$ cat src/dynamic_loss_scale_controller_assert.svh
// Assertion macros shared by the loss-scale controller modules.
`ifndef DYNAMIC_LOSS_SCALE_CONTROLLER_ASSERT_SVH
`define DYNAMIC_LOSS_SCALE_CONTROLLER_ASSERT_SVH

// Same-cycle implication, disabled during reset.
`define DLSC_ASSERT_IMPLY(name, clk_sig, rst_sig, ante, cons) \
  name: assert property (@(posedge clk_sig) disable iff (rst_sig) (ante) |-> (cons)) \
    else $error("dlsc assertion failed");

// Next-cycle implication, disabled during reset.
`define DLSC_ASSERT_NEXT(name, clk_sig, rst_sig, ante, cons) \
  name: assert property (@(posedge clk_sig) disable iff (rst_sig) (ante) |=> (cons)) \
    else $error("dlsc assertion failed");

`endif

$ cat src/dlsc_pkg.sv
// Shared types and constants of the dynamic loss-scale controller.
`default_nettype none

package dlsc_pkg;

  // Parameter defaults
  localparam int SCALE_WIDTH_DEF   = 48;
  localparam int FRACTION_BITS_DEF = 16;
  localparam int COUNTER_WIDTH_DEF = 16;

  // Fixed register field widths
  localparam int CFG_SCALE_BITS = 48;
  localparam int FACTOR_W       = 24;
  localparam int BACKOFF_W      = 16;
  localparam int INTERVAL_W     = 16;
  localparam int CFG_INDEX_W    = 3;

  // Register reset values
  localparam logic [63:0] INIT_SCALE_RESET = 64'h0000_0001_0000_0000;
  localparam logic [63:0] MIN_SCALE_RESET  = 64'h0000_0000_0001_0000;
  localparam logic [63:0] MAX_SCALE_RESET  = 64'h0000_FFFF_FFFF_FFFF;
  localparam logic [BACKOFF_W-1:0]  BACKOFF_RESET  = 16'h8000;
  localparam logic [FACTOR_W-1:0]   GROWTH_RESET   = 24'h02_0000;
  localparam logic [INTERVAL_W-1:0] INTERVAL_RESET = 16'd2000;

  // Single-precision exponent of infinity and NaN
  localparam logic [7:0] FLOAT_EXP_MAX = 8'hFF;

  // Register indexes
  typedef enum logic [CFG_INDEX_W-1:0] {
    REG_DYNAMIC_ENABLE  = 3'd0,
    REG_INITIAL_SCALE   = 3'd1,
    REG_MIN_SCALE       = 3'd2,
    REG_MAX_SCALE       = 3'd3,
    REG_BACKOFF_FACTOR  = 3'd4,
    REG_GROWTH_FACTOR   = 3'd5,
    REG_GROWTH_INTERVAL = 3'd6
  } cfg_reg_t;

  // Step health; HEALTH_OK doubles as "no non-finite word seen"
  typedef enum logic [1:0] {
    HEALTH_OK   = 2'd0,
    HEALTH_NAN  = 2'd1,
    HEALTH_INF  = 2'd2,
    HEALTH_ZERO = 2'd3
  } health_t;

  // Scale update chosen at the end of a step
  typedef enum logic [1:0] {
    OP_HOLD    = 2'd0,
    OP_BACKOFF = 2'd1,
    OP_GROW    = 2'd2
  } scale_op_t;

  // Control passed from the front stage to the update stage
  typedef struct packed {
    health_t   health;
    scale_op_t op;
  } step_ctl_t;

endpackage

`default_nettype wire

$ cat src/dlsc_cfg_regs.sv
// Configuration register file of the loss-scale controller.
`default_nettype none

module dlsc_cfg_regs #(
  parameter int SCALE_WIDTH = dlsc_pkg::SCALE_WIDTH_DEF,
  localparam int CFG_DATA_W = (SCALE_WIDTH < dlsc_pkg::CFG_SCALE_BITS) ?
                              SCALE_WIDTH : dlsc_pkg::CFG_SCALE_BITS
) (
  input  logic                                 clk,
  input  logic                                 rst,
  input  logic                                 cfg_wr_en,
  input  logic [dlsc_pkg::CFG_INDEX_W-1:0]     cfg_addr,
  input  logic [CFG_DATA_W-1:0]                cfg_wdata,
  output logic                                 dynamic_enable,
  output logic [SCALE_WIDTH-1:0]               scale_floor,
  output logic [SCALE_WIDTH-1:0]               scale_ceiling,
  output logic [dlsc_pkg::BACKOFF_W-1:0]       backoff_mult,
  output logic [dlsc_pkg::FACTOR_W-1:0]        growth_mult,
  output logic [dlsc_pkg::INTERVAL_W-1:0]      grow_period,
  output logic                                 scale_load,
  output logic [SCALE_WIDTH-1:0]               scale_load_value
);

  logic [SCALE_WIDTH-1:0] wdata_scale;

  // Widen write data to scale width
  assign wdata_scale = SCALE_WIDTH'(cfg_wdata);

  // Writing the initial scale reloads the live scale, unless the update stage takes a request in the same cycle
  assign scale_load       = cfg_wr_en && (cfg_addr == dlsc_pkg::REG_INITIAL_SCALE);
  assign scale_load_value = wdata_scale;

  // Decode writes
  always_ff @(posedge clk) begin
    if (rst) begin
      dynamic_enable <= 1'b0;
      scale_floor    <= SCALE_WIDTH'(dlsc_pkg::MIN_SCALE_RESET);
      scale_ceiling  <= SCALE_WIDTH'(dlsc_pkg::MAX_SCALE_RESET);
      backoff_mult   <= dlsc_pkg::BACKOFF_RESET;
      growth_mult    <= dlsc_pkg::GROWTH_RESET;
      grow_period    <= dlsc_pkg::INTERVAL_RESET;
    end else if (cfg_wr_en) begin
      case (cfg_addr)
        dlsc_pkg::REG_DYNAMIC_ENABLE:  dynamic_enable <= cfg_wdata[0];
        dlsc_pkg::REG_MIN_SCALE:       scale_floor    <= wdata_scale;
        dlsc_pkg::REG_MAX_SCALE:       scale_ceiling  <= wdata_scale;
        dlsc_pkg::REG_BACKOFF_FACTOR:  backoff_mult   <= cfg_wdata[dlsc_pkg::BACKOFF_W-1:0];
        dlsc_pkg::REG_GROWTH_FACTOR:   growth_mult    <= cfg_wdata[dlsc_pkg::FACTOR_W-1:0];
        dlsc_pkg::REG_GROWTH_INTERVAL: grow_period    <= cfg_wdata[dlsc_pkg::INTERVAL_W-1:0];
        default: begin
          // initial scale is handled by the load strobe; unknown indexes drop
        end
      endcase
    end
  end

endmodule

`default_nettype wire

$ cat src/dlsc_front.sv
// Input stage: word classification, step verdict, counter and partial products.
`default_nettype none
`include "dynamic_loss_scale_controller_assert.svh"

module dlsc_front #(
  parameter int SCALE_WIDTH   = dlsc_pkg::SCALE_WIDTH_DEF,
  parameter int COUNTER_WIDTH = dlsc_pkg::COUNTER_WIDTH_DEF,
  localparam int LO_W = (SCALE_WIDTH + 1) / 2,
  localparam int HI_W = SCALE_WIDTH - LO_W
) (
  input  logic                              clk,
  input  logic                              rst,
  input  logic                              grad_valid,
  output logic                              grad_ready,
  input  logic [31:0]                       grad_bits,
  input  logic                              last_element,
  input  logic                              dynamic_enable,
  input  logic [dlsc_pkg::BACKOFF_W-1:0]    backoff_mult,
  input  logic [dlsc_pkg::FACTOR_W-1:0]     growth_mult,
  input  logic [dlsc_pkg::INTERVAL_W-1:0]   grow_period,
  input  logic [SCALE_WIDTH-1:0]            loss_scale,
  input  logic                              b_take,
  output logic                              b_valid,
  output dlsc_pkg::step_ctl_t               b_ctl,
  output logic [LO_W+dlsc_pkg::FACTOR_W-1:0] b_pp_lo,
  output logic [HI_W+dlsc_pkg::FACTOR_W-1:0] b_pp_hi
);

  localparam int CMP_W = (COUNTER_WIDTH > dlsc_pkg::INTERVAL_W) ?
                         COUNTER_WIDTH : dlsc_pkg::INTERVAL_W;

  logic                       a_valid;
  logic [31:0]                a_bits;
  logic                       a_last;
  logic                       a_go;
  dlsc_pkg::health_t          verdict;
  dlsc_pkg::health_t          verdict_word;
  dlsc_pkg::health_t          health;
  logic                       seen_nonzero;
  logic                       seen_word;
  logic                       is_special;
  logic [COUNTER_WIDTH-1:0]   clean_step_count;
  logic [COUNTER_WIDTH-1:0]   clean_step_count_next;
  logic [COUNTER_WIDTH-1:0]   count_inc;
  logic                       grow_hit;
  dlsc_pkg::scale_op_t        op;
  logic [dlsc_pkg::FACTOR_W-1:0] factor;
  logic [LO_W+dlsc_pkg::FACTOR_W-1:0] pp_lo_next;
  logic [HI_W+dlsc_pkg::FACTOR_W-1:0] pp_hi_next;

  // Advance a word; a last word waits until the update stage is empty
  assign a_go       = a_valid && (!a_last || !b_valid);
  assign grad_ready = !a_valid || a_go;

  // Input register
  always_ff @(posedge clk) begin
    if (rst) begin
      a_valid <= 1'b0;
    end else if (grad_ready) begin
      a_valid <= grad_valid;
    end
  end

  always_ff @(posedge clk) begin
    if (grad_ready && grad_valid) begin
      a_bits <= grad_bits;
      a_last <= last_element;
    end
  end

  // Classify the word and fold it into the step verdict
  assign is_special = (a_bits[30:23] == dlsc_pkg::FLOAT_EXP_MAX);
  assign seen_word  = seen_nonzero || (a_bits[30:0] != 31'd0);

  always_comb begin
    verdict_word = verdict;
    if (verdict == dlsc_pkg::HEALTH_OK && is_special) begin
      verdict_word = (a_bits[22:0] != 23'd0) ? dlsc_pkg::HEALTH_NAN : dlsc_pkg::HEALTH_INF;
    end
    if (verdict_word != dlsc_pkg::HEALTH_OK) begin
      health = verdict_word;
    end else if (!seen_word) begin
      health = dlsc_pkg::HEALTH_ZERO;
    end else begin
      health = dlsc_pkg::HEALTH_OK;
    end
  end

  // Choose the scale update and next counter value
  assign count_inc = clean_step_count + COUNTER_WIDTH'(1);
  assign grow_hit  = CMP_W'(count_inc) >= CMP_W'(grow_period);

  always_comb begin
    op                    = dlsc_pkg::OP_HOLD;
    clean_step_count_next = clean_step_count;
    if (dynamic_enable) begin
      if (health == dlsc_pkg::HEALTH_NAN || health == dlsc_pkg::HEALTH_INF) begin
        op                    = dlsc_pkg::OP_BACKOFF;
        clean_step_count_next = '0;
      end else if (grow_hit) begin
        op                    = dlsc_pkg::OP_GROW;
        clean_step_count_next = '0;
      end else begin
        clean_step_count_next = count_inc;
      end
    end
  end

  // Split the scale in halves and multiply each by the factor
  assign factor = (op == dlsc_pkg::OP_GROW) ? growth_mult :
                  dlsc_pkg::FACTOR_W'(backoff_mult);
  assign pp_lo_next = {{dlsc_pkg::FACTOR_W{1'b0}}, loss_scale[LO_W-1:0]} *
                      {{LO_W{1'b0}}, factor};
  assign pp_hi_next = {{dlsc_pkg::FACTOR_W{1'b0}}, loss_scale[SCALE_WIDTH-1:LO_W]} *
                      {{HI_W{1'b0}}, factor};

  // Step state: verdict, nonzero flag, clean-step counter
  always_ff @(posedge clk) begin
    if (rst) begin
      verdict          <= dlsc_pkg::HEALTH_OK;
      seen_nonzero     <= 1'b0;
      clean_step_count <= '0;
    end else if (a_go) begin
      if (a_last) begin
        verdict          <= dlsc_pkg::HEALTH_OK;
        seen_nonzero     <= 1'b0;
        clean_step_count <= clean_step_count_next;
      end else begin
        verdict      <= verdict_word;
        seen_nonzero <= seen_word;
      end
    end
  end

  // Update-stage request
  always_ff @(posedge clk) begin
    if (rst) begin
      b_valid <= 1'b0;
    end else if (a_go && a_last) begin
      b_valid <= 1'b1;
    end else if (b_take) begin
      b_valid <= 1'b0;
    end
  end

  always_ff @(posedge clk) begin
    if (a_go && a_last) begin
      b_ctl.health <= health;
      b_ctl.op     <= op;
      b_pp_lo      <= pp_lo_next;
      b_pp_hi      <= pp_hi_next;
    end
  end

  // Assertions
  `DLSC_ASSERT_NEXT(a_last_clears_step, clk, rst, a_go && a_last,
                    verdict == dlsc_pkg::HEALTH_OK && !seen_nonzero)
  `DLSC_ASSERT_NEXT(b_holds_when_stalled, clk, rst, b_valid && !b_take,
                    b_valid && $stable(b_pp_lo) && $stable(b_pp_hi) && $stable(b_ctl))

endmodule

`default_nettype wire

$ cat src/dlsc_update.sv
// Update stage: product sum, saturation, clamping, live scale and result register.
`default_nettype none
`include "dynamic_loss_scale_controller_assert.svh"

module dlsc_update #(
  parameter int SCALE_WIDTH   = dlsc_pkg::SCALE_WIDTH_DEF,
  parameter int FRACTION_BITS = dlsc_pkg::FRACTION_BITS_DEF,
  localparam int LO_W = (SCALE_WIDTH + 1) / 2,
  localparam int HI_W = SCALE_WIDTH - LO_W
) (
  input  logic                              clk,
  input  logic                              rst,
  input  logic                              b_valid,
  input  dlsc_pkg::step_ctl_t               b_ctl,
  input  logic [LO_W+dlsc_pkg::FACTOR_W-1:0] b_pp_lo,
  input  logic [HI_W+dlsc_pkg::FACTOR_W-1:0] b_pp_hi,
  output logic                              b_take,
  input  logic [SCALE_WIDTH-1:0]            scale_floor,
  input  logic [SCALE_WIDTH-1:0]            scale_ceiling,
  input  logic                              scale_load,
  input  logic [SCALE_WIDTH-1:0]            scale_load_value,
  output logic [SCALE_WIDTH-1:0]            loss_scale,
  output logic                              result_valid,
  input  logic                              result_ready,
  output logic [1:0]                        health_code,
  output logic [SCALE_WIDTH-1:0]            scale_now,
  output logic                              scale_decreased,
  output logic                              scale_increased
);

  localparam int PROD_W = SCALE_WIDTH + dlsc_pkg::FACTOR_W;

  logic [PROD_W-1:0]      full;
  logic [PROD_W-1:0]      shifted;
  logic                   overflow;
  logic [SCALE_WIDTH-1:0] product;
  logic [SCALE_WIDTH-1:0] loss_scale_next;

  // Take a request when the result register is free or draining
  assign b_take = b_valid && (!result_valid || result_ready);

  // Recombine partial products, drop fraction bits, saturate
  assign full     = PROD_W'(b_pp_lo) + (PROD_W'(b_pp_hi) << LO_W);
  assign shifted  = full >> FRACTION_BITS;
  assign overflow = (full >> (FRACTION_BITS + SCALE_WIDTH)) != '0;
  assign product  = overflow ? '1 : shifted[SCALE_WIDTH-1:0];

  // Clamp by direction
  always_comb begin
    case (b_ctl.op)
      dlsc_pkg::OP_BACKOFF: loss_scale_next = (product < scale_floor) ? scale_floor : product;
      dlsc_pkg::OP_GROW:    loss_scale_next = (product > scale_ceiling) ? scale_ceiling : product;
      default:              loss_scale_next = loss_scale;
    endcase
  end

  // Live scale
  always_ff @(posedge clk) begin
    if (rst) begin
      loss_scale <= SCALE_WIDTH'(dlsc_pkg::INIT_SCALE_RESET);
    end else if (b_take) begin
      loss_scale <= loss_scale_next;
    end else if (scale_load) begin
      loss_scale <= scale_load_value;
    end
  end

  // Result register
  always_ff @(posedge clk) begin
    if (rst) begin
      result_valid <= 1'b0;
    end else if (b_take) begin
      result_valid <= 1'b1;
    end else if (result_ready) begin
      result_valid <= 1'b0;
    end
  end

  always_ff @(posedge clk) begin
    if (b_take) begin
      health_code     <= b_ctl.health;
      scale_now       <= loss_scale_next;
      scale_decreased <= (b_ctl.op == dlsc_pkg::OP_BACKOFF);
      scale_increased <= (b_ctl.op == dlsc_pkg::OP_GROW);
    end
  end

  // Assertions
  `DLSC_ASSERT_NEXT(hold_keeps_scale, clk, rst, b_take && b_ctl.op == dlsc_pkg::OP_HOLD,
                    scale_now == $past(loss_scale))
  `DLSC_ASSERT_IMPLY(backoff_only_nonfinite, clk, rst, result_valid && scale_decreased,
                     health_code == dlsc_pkg::HEALTH_NAN || health_code == dlsc_pkg::HEALTH_INF)
  `DLSC_ASSERT_IMPLY(one_direction, clk, rst, result_valid, !(scale_decreased && scale_increased))

endmodule

`default_nettype wire

$ cat src/dynamic_loss_scale_controller.sv
// Top level of the dynamic loss-scale controller.
//
//   channel   signals                                   transfer
//   -------   ---------------------------------------   -------------------------
//   grad      grad_bits, last_element                   grad_valid & grad_ready
//   result    health_code, scale_now, scale_decreased,  result_valid & result_ready
//             scale_increased
//   cfg       cfg_addr, cfg_wdata                       cfg_wr_en
//
// Words that are not last are taken one per cycle unless a last word waits in the
// input register; they only update the step verdict. A last word goes input register ->
// partial-product register -> result register. It waits in the input register while
// the previous last word still sits in the partial-product register, since the split
// multiply needs the updated scale.
// Reset is synchronous; control clears and the configuration registers load their defaults.
// With result_ready low the result holds, then the update stage, then the input register.
`default_nettype none

module dynamic_loss_scale_controller #(
  parameter int SCALE_WIDTH   = dlsc_pkg::SCALE_WIDTH_DEF,
  parameter int FRACTION_BITS = dlsc_pkg::FRACTION_BITS_DEF,
  parameter int COUNTER_WIDTH = dlsc_pkg::COUNTER_WIDTH_DEF,
  localparam int CFG_DATA_W = (SCALE_WIDTH < dlsc_pkg::CFG_SCALE_BITS) ?
                              SCALE_WIDTH : dlsc_pkg::CFG_SCALE_BITS
) (
  input  logic                             clk,
  input  logic                             rst,
  input  logic                             cfg_wr_en,
  input  logic [dlsc_pkg::CFG_INDEX_W-1:0] cfg_addr,
  input  logic [CFG_DATA_W-1:0]            cfg_wdata,
  input  logic                             grad_valid,
  output logic                             grad_ready,
  input  logic [31:0]                      grad_bits,
  input  logic                             last_element,
  output logic                             result_valid,
  input  logic                             result_ready,
  output logic [1:0]                       health_code,
  output logic [SCALE_WIDTH-1:0]           scale_now,
  output logic                             scale_decreased,
  output logic                             scale_increased
);

  localparam int LO_W = (SCALE_WIDTH + 1) / 2;
  localparam int HI_W = SCALE_WIDTH - LO_W;

  logic                               dynamic_enable;
  logic [SCALE_WIDTH-1:0]             scale_floor;
  logic [SCALE_WIDTH-1:0]             scale_ceiling;
  logic [dlsc_pkg::BACKOFF_W-1:0]     backoff_mult;
  logic [dlsc_pkg::FACTOR_W-1:0]      growth_mult;
  logic [dlsc_pkg::INTERVAL_W-1:0]    grow_period;
  logic                               scale_load;
  logic [SCALE_WIDTH-1:0]             scale_load_value;
  logic [SCALE_WIDTH-1:0]             loss_scale;
  logic                               b_valid;
  logic                               b_take;
  dlsc_pkg::step_ctl_t                b_ctl;
  logic [LO_W+dlsc_pkg::FACTOR_W-1:0] b_pp_lo;
  logic [HI_W+dlsc_pkg::FACTOR_W-1:0] b_pp_hi;

  // Configuration registers
  dlsc_cfg_regs #(
    .SCALE_WIDTH (SCALE_WIDTH)
  ) u_cfg (
    .clk              (clk),
    .rst              (rst),
    .cfg_wr_en        (cfg_wr_en),
    .cfg_addr         (cfg_addr),
    .cfg_wdata        (cfg_wdata),
    .dynamic_enable   (dynamic_enable),
    .scale_floor      (scale_floor),
    .scale_ceiling    (scale_ceiling),
    .backoff_mult     (backoff_mult),
    .growth_mult      (growth_mult),
    .grow_period      (grow_period),
    .scale_load       (scale_load),
    .scale_load_value (scale_load_value)
  );

  // Classification, verdict and multiply
  dlsc_front #(
    .SCALE_WIDTH   (SCALE_WIDTH),
    .COUNTER_WIDTH (COUNTER_WIDTH)
  ) u_front (
    .clk             (clk),
    .rst             (rst),
    .grad_valid      (grad_valid),
    .grad_ready      (grad_ready),
    .grad_bits       (grad_bits),
    .last_element    (last_element),
    .dynamic_enable  (dynamic_enable),
    .backoff_mult    (backoff_mult),
    .growth_mult     (growth_mult),
    .grow_period     (grow_period),
    .loss_scale      (loss_scale),
    .b_take          (b_take),
    .b_valid         (b_valid),
    .b_ctl           (b_ctl),
    .b_pp_lo         (b_pp_lo),
    .b_pp_hi         (b_pp_hi)
  );

  // Scale update and result
  dlsc_update #(
    .SCALE_WIDTH   (SCALE_WIDTH),
    .FRACTION_BITS (FRACTION_BITS)
  ) u_update (
    .clk              (clk),
    .rst              (rst),
    .b_valid          (b_valid),
    .b_ctl            (b_ctl),
    .b_pp_lo          (b_pp_lo),
    .b_pp_hi          (b_pp_hi),
    .b_take           (b_take),
    .scale_floor      (scale_floor),
    .scale_ceiling    (scale_ceiling),
    .scale_load       (scale_load),
    .scale_load_value (scale_load_value),
    .loss_scale       (loss_scale),
    .result_valid     (result_valid),
    .result_ready     (result_ready),
    .health_code      (health_code),
    .scale_now        (scale_now),
    .scale_decreased  (scale_decreased),
    .scale_increased  (scale_increased)
  );

endmodule

`default_nettype wire

$ cat config.mk
export PLATFORM = sky130hd
export DESIGN_NAME = dynamic_loss_scale_controller
export DESIGN_NICKNAME = d
export VERILOG_FILES = /design/src/dlsc_pkg.sv /design/src/dlsc_cfg_regs.sv /design/src/dlsc_front.sv /design/src/dlsc_update.sv /design/src/dynamic_loss_scale_controller.sv
export VERILOG_INCLUDE_DIRS = /design/src /design/src/src
export SDC_FILE = /design/constraint.sdc
export NUM_CORES = 2
export LEC_CHECK = 0
export ABC_CLOCK_PERIOD_IN_PS = 32299
export BUFFER_PORTS_ARGS = -buffer_cell sky130_fd_sc_hd__buf_2
export CORE_MARGIN = 1.5
export CORE_UTILIZATION = 60
export DETAILED_ROUTE_END_ITERATION = 10
export PLACE_DENSITY = 0.73
export SLEW_MARGIN = 20
export SYNTH_ARGS = -nofsm -noshare
export SYNTH_HDL_FRONTEND = slang
export SYNTH_SLANG_ARGS = --single-unit
$ cat constraint.sdc
create_clock -name clk -period 32.3 [get_ports clk]
set_clock_uncertainty 0.2 [all_clocks]
set_input_delay 3.23 -clock clk [delete_from_list [all_inputs] [get_ports clk]]
set_output_delay 3.23 -clock clk [all_outputs]
set_load 0.05 [all_outputs]
* Word-level counts from Yosys, hierarchy flattened
Cells that the tools add are included.
Widths: inputs -> output; s select.
** Storage, ports and cells
- Word-level logic and storage cells :: 95
- Bits in read-only memories :: 0
- Latch bits :: 0
- Memories kept :: 0
- Output and inout bits :: 54
- Flip-flop bits (word level) :: 407
- RAM bits :: 0
- Bits of input ports :: 89
** Cells by class
- Mux-type cells :: 22
- Order comparisons :: 3
- Divide/modulo/power cells :: 0
- Bitwise operators :: 0
- Reductions and logical operators :: 31
- Add/subtract/negate cells :: 2
- Equality and inequality tests :: 12
- Multiply operators :: 2
- Shifts and indexed selects :: 0
** Operators by type and width (count)
- $mux 48 :: 5
- $mul 24x24->48 :: 2
- $pmux 48 s2 :: 1
- $add 48x72->72 :: 1
- $reduce_bool 72->1 :: 1
- $gt 48x48->1 :: 1
- $lt 48x48->1 :: 1
- $mux 16 :: 2
- $reduce_bool 31->1 :: 1
- $mux 24 :: 1
- $reduce_bool 23->1 :: 1
- $add 16x1->16 const B :: 1
- $ge 16x16->1 :: 1
- $mux 2 :: 8
- $reduce_and 2->1 :: 6
- $eq 3x3->1 const B :: 3
- $eq 8x8->1 const B :: 1
- $reduce_bool 2->1 :: 4
- $eq 2x2->1 const B :: 3
- $eq 3x2->1 const B :: 2
- $logic_and 1x1->1 :: 6
- $logic_or 1x1->1 :: 5
- $mux 1 :: 5
- $eq 2x1->1 const B :: 2
- 5 further kinds :: 8

* Depth between registers and ports, before layout
- Word-level depth :: 12
- Gate-level depth with buffers :: 47
- Gate-level depth less buffers :: 43

* Hierarchy
From an unflattened synthesis, not the netlist that was laid out.
** Unflattened totals
- Cell total of the unflattened synthesis :: 6746
- Area total of the unflattened synthesis :: 61260.0 um2
** Modules (own cells, without submodules)
- dlsc_front :: area an instance 43782.0 um2, times used 1, sequential area each 4384.2 um2, cells an instance 4707
- dlsc_update :: area an instance 10887.9 um2, times used 1, sequential area each 2542.4 um2, cells an instance 1383
- dlsc_cfg_regs :: area an instance 6590.1 um2, times used 1, sequential area each 3062.9 um2, cells an instance 656

* Least setup slack after synthesis
OpenSTA, ideal clock, no wires.
- Path type :: register -> register
- Start :: reg u_front.clean_step_count[2]
- End :: reg u_front.b_pp_hi[47] in the netlist's numbering, data pin
- Data required time :: 31.836 ns
- Cell stages (with the launch flop) :: 47
- Buffers on the path :: 4
- Clock period less this slack :: 10.790 ns
- Path slack :: 21.510 ns
- Arrival :: 10.326 ns
- Setup time :: 0.264 ns
- Path through :: dfxtp_1 -> nand3_1 -> nor2_1 -> and3_1 -> and3_1 -> and3_1 -> and3_1 -> nand3_1 -> xnor2_1 -> ha_1 -> nand2_1 -> nor2_1 -> and3_1 -> a21o_1 -> o21ai_1 -> clkbuf_1 -> buf_1 -> nand2_1 -> [11 not listed] -> inv_1 -> fa_1 -> inv_1 -> fa_1 -> inv_1 -> fa_1 -> inv_1 -> ha_1 -> a21o_1 -> a21o_1 -> a2111oi_0 -> a21oi_1 -> o31ai_1 -> o31ai_1 -> a21oi_1 -> o31ai_1 -> a211oi_1 -> xnor2_1
** Between the ends
- Cells in the longest elaborated chain, start to end :: 8
** RTL lines
- from (decl) :: line dlsc_front.sv:42 : logic [COUNTER_WIDTH-1:0] clean_step_count;
- from (signal assigned) :: line dlsc_front.sv:127 : clean_step_count <= clean_step_count_next;
- $add 16x1->16 :: line dlsc_front.sv:90 : assign count_inc = clean_step_count + COUNTER_WIDTH'(1);
- $ge 16x16->1 :: line dlsc_front.sv:91 : assign grow_hit = CMP_W'(count_inc) >= CMP_W'(grow_period);
- $mux 2 :: line dlsc_front.sv:100 : end else if (grow_hit) begin
- $mux 2 :: line dlsc_front.sv:97 : if (health == dlsc_pkg::HEALTH_NAN || health == dlsc_pkg::HEALTH_INF) begin
- $mux 2 :: line dlsc_front.sv:96 : if (dynamic_enable) begin
- $eq 2x2->1 :: line dlsc_front.sv:110 : assign factor = (op == dlsc_pkg::OP_GROW) ? growth_mult :
- $mux 24 :: line dlsc_front.sv:110
- $mul 24x24->48 :: line dlsc_front.sv:114 : assign pp_hi_next = {{dlsc_pkg::FACTOR_W{1'b0}}, loss_scale[SCALE_WIDTH-1:LO_W]} *
- net u_front.pp_hi_next, one bit :: line dlsc_front.sv:49 : logic [HI_W+dlsc_pkg::FACTOR_W-1:0] pp_hi_next;
- to (signal assigned) :: line dlsc_front.sv:151 : b_pp_hi <= pp_hi_next;
- to (decl) :: line dlsc_front.sv:26 : output logic [HI_W+dlsc_pkg::FACTOR_W-1:0] b_pp_hi
The timed path passes the listed nets, and every way through them passes these cells.
A chain may end at the register's enable or synchronous reset.

* Final worst setup path
- Start :: reg u_front.clean_step_count[0]
- End :: reg u_front.b_pp_hi[46] in the netlist's numbering, data pin
Same word-level chain as after synthesis.

==> tab_implementation.tex <==
\begin{tabular}{lr}
\hline
Metric & Value \\
\hline
\multicolumn{2}{l}{\textbf{Clock tree}} \\
\quad Hold buffer count at CTS & 0 \\
\quad Number of clock buffers inserted by TritonCTS & 41 \\
\quad Buffer depth of the longest clock path & 3 \\
\quad Depth of the CTS H-tree & 2 \\
\quad Clock root cell & sky130\_fd\_sc\_hd\_\_clkbuf\_16 \\
\quad Number of sinks driven by the clock tree & 391 \\
\quad Skew-Pair Late Insertion Delay & 610 ps \\
\quad Quantity of gates resized following cts & 0 \\
\quad Clock-pin slew on the worst setup and hold paths & 60 ps \\
\quad Setup repair bufs after CTS & 0 \\
\quad Clock tree from TritonCTS & yes \\
\multicolumn{2}{l}{\textbf{Worst setup path}} \\
\quad Family of cells with the greatest summed delay on the critical path & adder cells \\
\quad Crit path arrival time & 12,800 ps \\
\quad Kind of launch point of the worst setup path & register \\
\quad Data required time of the worst path & 32,450 ps \\
\quad Worst path depth & 44 \\
\quad Cell depth of the worst flop-to-flop path & 44 \\
\quad CP max FO & 47 \\
\quad Worst Setup Path Type & reg -> reg \\
\quad Number of buffers and inverters on the critical path & 10 \\
\quad CP Capture Type & register \\
\quad Longest individual stage delay on the worst path & 730 ps \\
\quad Slowest CP cell & sky130\_fd\_sc\_hd\_\_o41ai\_1 \\
\quad Cell mode on critical path & sky130\_fd\_sc\_hd\_\_fa\_1 \\
\multicolumn{2}{l}{\textbf{Floorplanning}} \\
\quad Initial cell density of the core & 60.64\% \\
\quad Horizontal die dimension & 315.9 um \\
\quad I/O pins & 143 \\
\quad Die Ht & 315.9 um \\
\quad Core footprint & 0.09685 mm2 \\
\quad Total die area & 0.09977 mm2 \\
\quad Core Rows & 114 \\
\multicolumn{2}{l}{\textbf{Power}} \\
\quad Largest voltage drop on the vdd net & 0.03394 mV \\
\quad Static leakage & 0.02897 uW \\
\quad Pwr dens & 20.60 mW/mm2 \\
\multicolumn{2}{l}{\textbf{Placed design}} \\
\quad Routability congestion estimate from global placement & 0.9601 \\
\quad Detailed placer's ending HPWL & 122,200 um \\
\quad Pre-CTS setup slack & 19,820 ps \\
\quad Number of input and output port buffers inserted & 141 \\
\quad Placed Cells incl. Taps & 7,758 \\
\multicolumn{2}{l}{\textbf{Timing}} \\
\quad Final hold violations & 0 \\
\quad Worst hold margin & 218.4 ps \\
\quad Smallest setup slack after layout & 19,650 ps \\
\quad Number of endpoints failing setup at the final stage & 0 \\
\quad Worst Tran Pin Value & 1234 ps \\
\quad Clock period minus final worst setup slack & 12,650 ps \\
\quad Sum Neg Setup Slack & 0 ps \\
\quad Setup repair after global routing missed its margin & false \\
\quad Normalized max-slew margin & 17.54\% \\
\quad Maximum clock frequency & 79.05 MHz \\
\quad Portion of the clock cycle consumed by the worst path in the final layout & 39.17\% \\
\quad Number of max-slew violations in the final report & 0 \\
\multicolumn{2}{l}{\textbf{Layout}} \\
\quad Area occupied by registers & 0.009509 mm2 \\
\quad Number of inserted filler cells in the final layout & 8,093 \\
\quad Fraction of final layout cells with drive strength greater than 1 & 6.861\% \\
\quad Post-Layout Cell Count & 7,836 \\
\quad Layout Nets & 8,061 \\
\quad Area growth from synthesis to final layout & 5.375\% \\
\quad Area of the multi-input gates & 0.04316 mm2 \\
\multicolumn{2}{l}{\textbf{Yosys}} \\
\quad Synth Register Bits & 391 \\
\quad Leading post-synthesis cells by cell area & sky130\_fd\_sc\_hd\_\_fa\_1 33\%, sky130\_fd\_sc\_hd\_\_ha\_1 10\%, sky130\_fd\_sc\_hd\_\_edfxtp\_1 8.6\% \\
\quad Synth Flop Type & sky130\_fd\_sc\_hd\_\_dfxtp\_1 \\
\quad Mapped Nets & 8,161 \\
\quad Number of enable-type register cells in the synthesized netlist & 168 \\
\quad Leading area contributor after synthesis & sky130\_fd\_sc\_hd\_\_fa\_1 \\
\quad Fraction of registers with async set or reset after synthesis & 0\% \\
\quad Sequential-to-total area share from yosys stat & 16.19\% \\
\quad Mapped cell area & 0.05873 mm2 \\
\quad Yosys warns & 0 \\
\quad Per-instance average area after synthesis & 8.864 um2 \\
\quad Number of distinct library cell variants in the gate-level netlist after synthesis & 79 \\
\quad Number of cells produced by synthesis & 6,626 \\
\quad Synth top area share & 32.86\% \\
\multicolumn{2}{l}{\textbf{Detailed routing}} \\
\quad Via count & 46.86k \\
\quad Iteration-0 DRC count of the detailed router & 3,829 \\
\quad Routed length per placed instance & 21.43 um \\
\quad Routed vias/inst & 5.980 \\
\quad Length of the first detailed-routing pass in iterations & 9 \\
\quad Remaining DRCs & 4 \\
\quad Count of nets left with antenna violations after detail routing & 0 \\
\quad Final Routed Wirelength & 167,900 um \\
\multicolumn{2}{l}{\textbf{GRT}} \\
\quad Via count of the first global-routing pass & 48.93k \\
\quad Global-route wire length before repair & 268,800 um \\
\quad Largest net degree at the start of global routing & 97 \\
\quad Overflow left after global routing & 0 \\
\quad GRT Util Overall & 34.65\% \\
\quad Antenna violations before repair & 6 \\
\multicolumn{2}{l}{\textbf{Min path}} \\
\quad Path class of the lowest-slack min-delay path & reg -> reg \\
\quad Number of instances on the worst hold path & 0 \\
\multicolumn{2}{l}{\textbf{Run status}} \\
\quad Violations in the final reports & design-rule violations \\
\quad Result of the run & finished, violations left \\
\multicolumn{2}{l}{\textbf{Run}} \\
\quad Count of max-cap constraint violations & 0 \\
\hline
\end{tabular}
[cell families after synthesis]
group,synth area share [%]
adders and majority gates,43.13
DFF,16.19
AOI/OAI and AO/OA,9.844
and+or+nand+nor,17.53
muxes,0.8820
buffers and inverters,10.60
xor gates and xnor gates,1.819
[routing by layer]
metal	routed length, um	vias up	GRT usage, %
met5	0	-	0
met4	9672	0	17.20
met3	13650	504	4.821
met2	80150	2118	58.55
met1	64450	23450	43.74
li1	-	20790	-
[synth_stat cells (39+ instances only)]
cell / count
sky130_fd_sc_hd__dfxtp_1: 223
sky130_fd_sc_hd__nand4_1: 79
sky130_fd_sc_hd__o21ai_0: 110
sky130_fd_sc_hd__o41ai_1: 40
sky130_fd_sc_hd__and3_1: 109
sky130_fd_sc_hd__nand3_1: 54
sky130_fd_sc_hd__and2_1: 401
sky130_fd_sc_hd__edfxtp_1: 168
sky130_fd_sc_hd__o221a_2: 41
sky130_fd_sc_hd__a21oi_1: 228
sky130_fd_sc_hd__xnor2_1: 76
sky130_fd_sc_hd__clkbuf_1: 361
sky130_fd_sc_hd__nor2b_1: 101
sky130_fd_sc_hd__ha_1: 482
sky130_fd_sc_hd__o22ai_1: 39
sky130_fd_sc_hd__a21o_1: 60
sky130_fd_sc_hd__nand2_1: 980
sky130_fd_sc_hd__o211ai_1: 69
sky130_fd_sc_hd__nor2_1: 235
sky130_fd_sc_hd__xor2_1: 46
sky130_fd_sc_hd__inv_1: 1249
sky130_fd_sc_hd__nor4_1: 46
sky130_fd_sc_hd__fa_1: 964
[layout by cell type, fill, tap and decap left out, drive strengths merged, types with 26 or more instances in the layout]
| cell | Yosys | final |
|---|---|---|
| inv | 1249 | 1250 |
| nand2 | 981 | 981 |
| fa | 964 | 964 |
| ha | 482 | 482 |
| and2 | 402 | 402 |
| buf | 39 | 257 |
| nor2 | 235 | 235 |
| a21oi | 229 | 229 |
| dfxtp | 223 | 223 |
| edfxtp | 168 | 168 |
| o21ai | 114 | 114 |
| and3 | 109 | 109 |
| nor2b | 101 | 101 |
| nand4 | 79 | 79 |
| xnor2 | 76 | 76 |
| o211ai | 69 | 69 |
| a21o | 60 | 60 |
| o221a | 55 | 55 |
| nand3 | 54 | 54 |
| clkbuf | 361 | 50 |
| xor2 | 46 | 46 |
| nor4 | 46 | 46 |
| o41ai | 40 | 40 |
| o22ai | 39 | 39 |
| o32ai | 38 | 38 |
| mux2 | 38 | 38 |
| nor3 | 37 | 37 |
| nand2b | 34 | 34 |
| or3 | 29 | 29 |
| a211oi | 26 | 26 |
[registers in the layout, summed over array words and instances (netlist names), 24 cells and up]
signal	flops
u_front.b_pp_lo	32
u_update.loss_scale	48
u_cfg.scale_floor	48
u_front.b_pp_hi	48
u_cfg.growth_mult	24
u_update.scale_now	48
u_cfg.scale_ceiling	48
u_front.a_bits	31
[where the power goes]
part,internal (uW),switching (uW)
clock,258,222
sequential,532,9.09
combinational,73.5,181
total,863,412
[final cells by class]
| class | instances | area share [%] |
|---|---|---|
| diodes | 1 | 0.004043 |
| clock buffers | 50 | 1.795 |
| clock inverters | 26 | 0.3639 |
| inverters | 1249 | 7.577 |
| multi-input cells | 4586 | 69.73 |
| flip-flops and latches | 391 | 15.36 |
| well taps | 1276 | 2.580 |
| repair buffers | 257 | 2.584 |
[worst paths after layout]
path,start,to,slack (ps)
setup / recovery,u_front.clean_step_count[0],u_front.b_pp_hi[46],19650
hold / removal,u_front.b_ctl[2],u_update.health_code[0],220
setup reg to reg,u_front.clean_step_count[0],u_front.b_pp_hi[46],19650
hold reg to reg,u_front.b_ctl[2],u_update.health_code[0],220
[through the flow]
stage	area, um2	utilization, %	total power [uW]
final	61890	63.90	1275
after global placement	60520	62.49	794.4
after global routing	61890	63.90	1314
after floorplan	58730	-	702.9
after detailed placement	60520	62.49	798.4
after CTS	61860	63.87	1273
No activity file was read; power rests on OpenSTA's default activity.
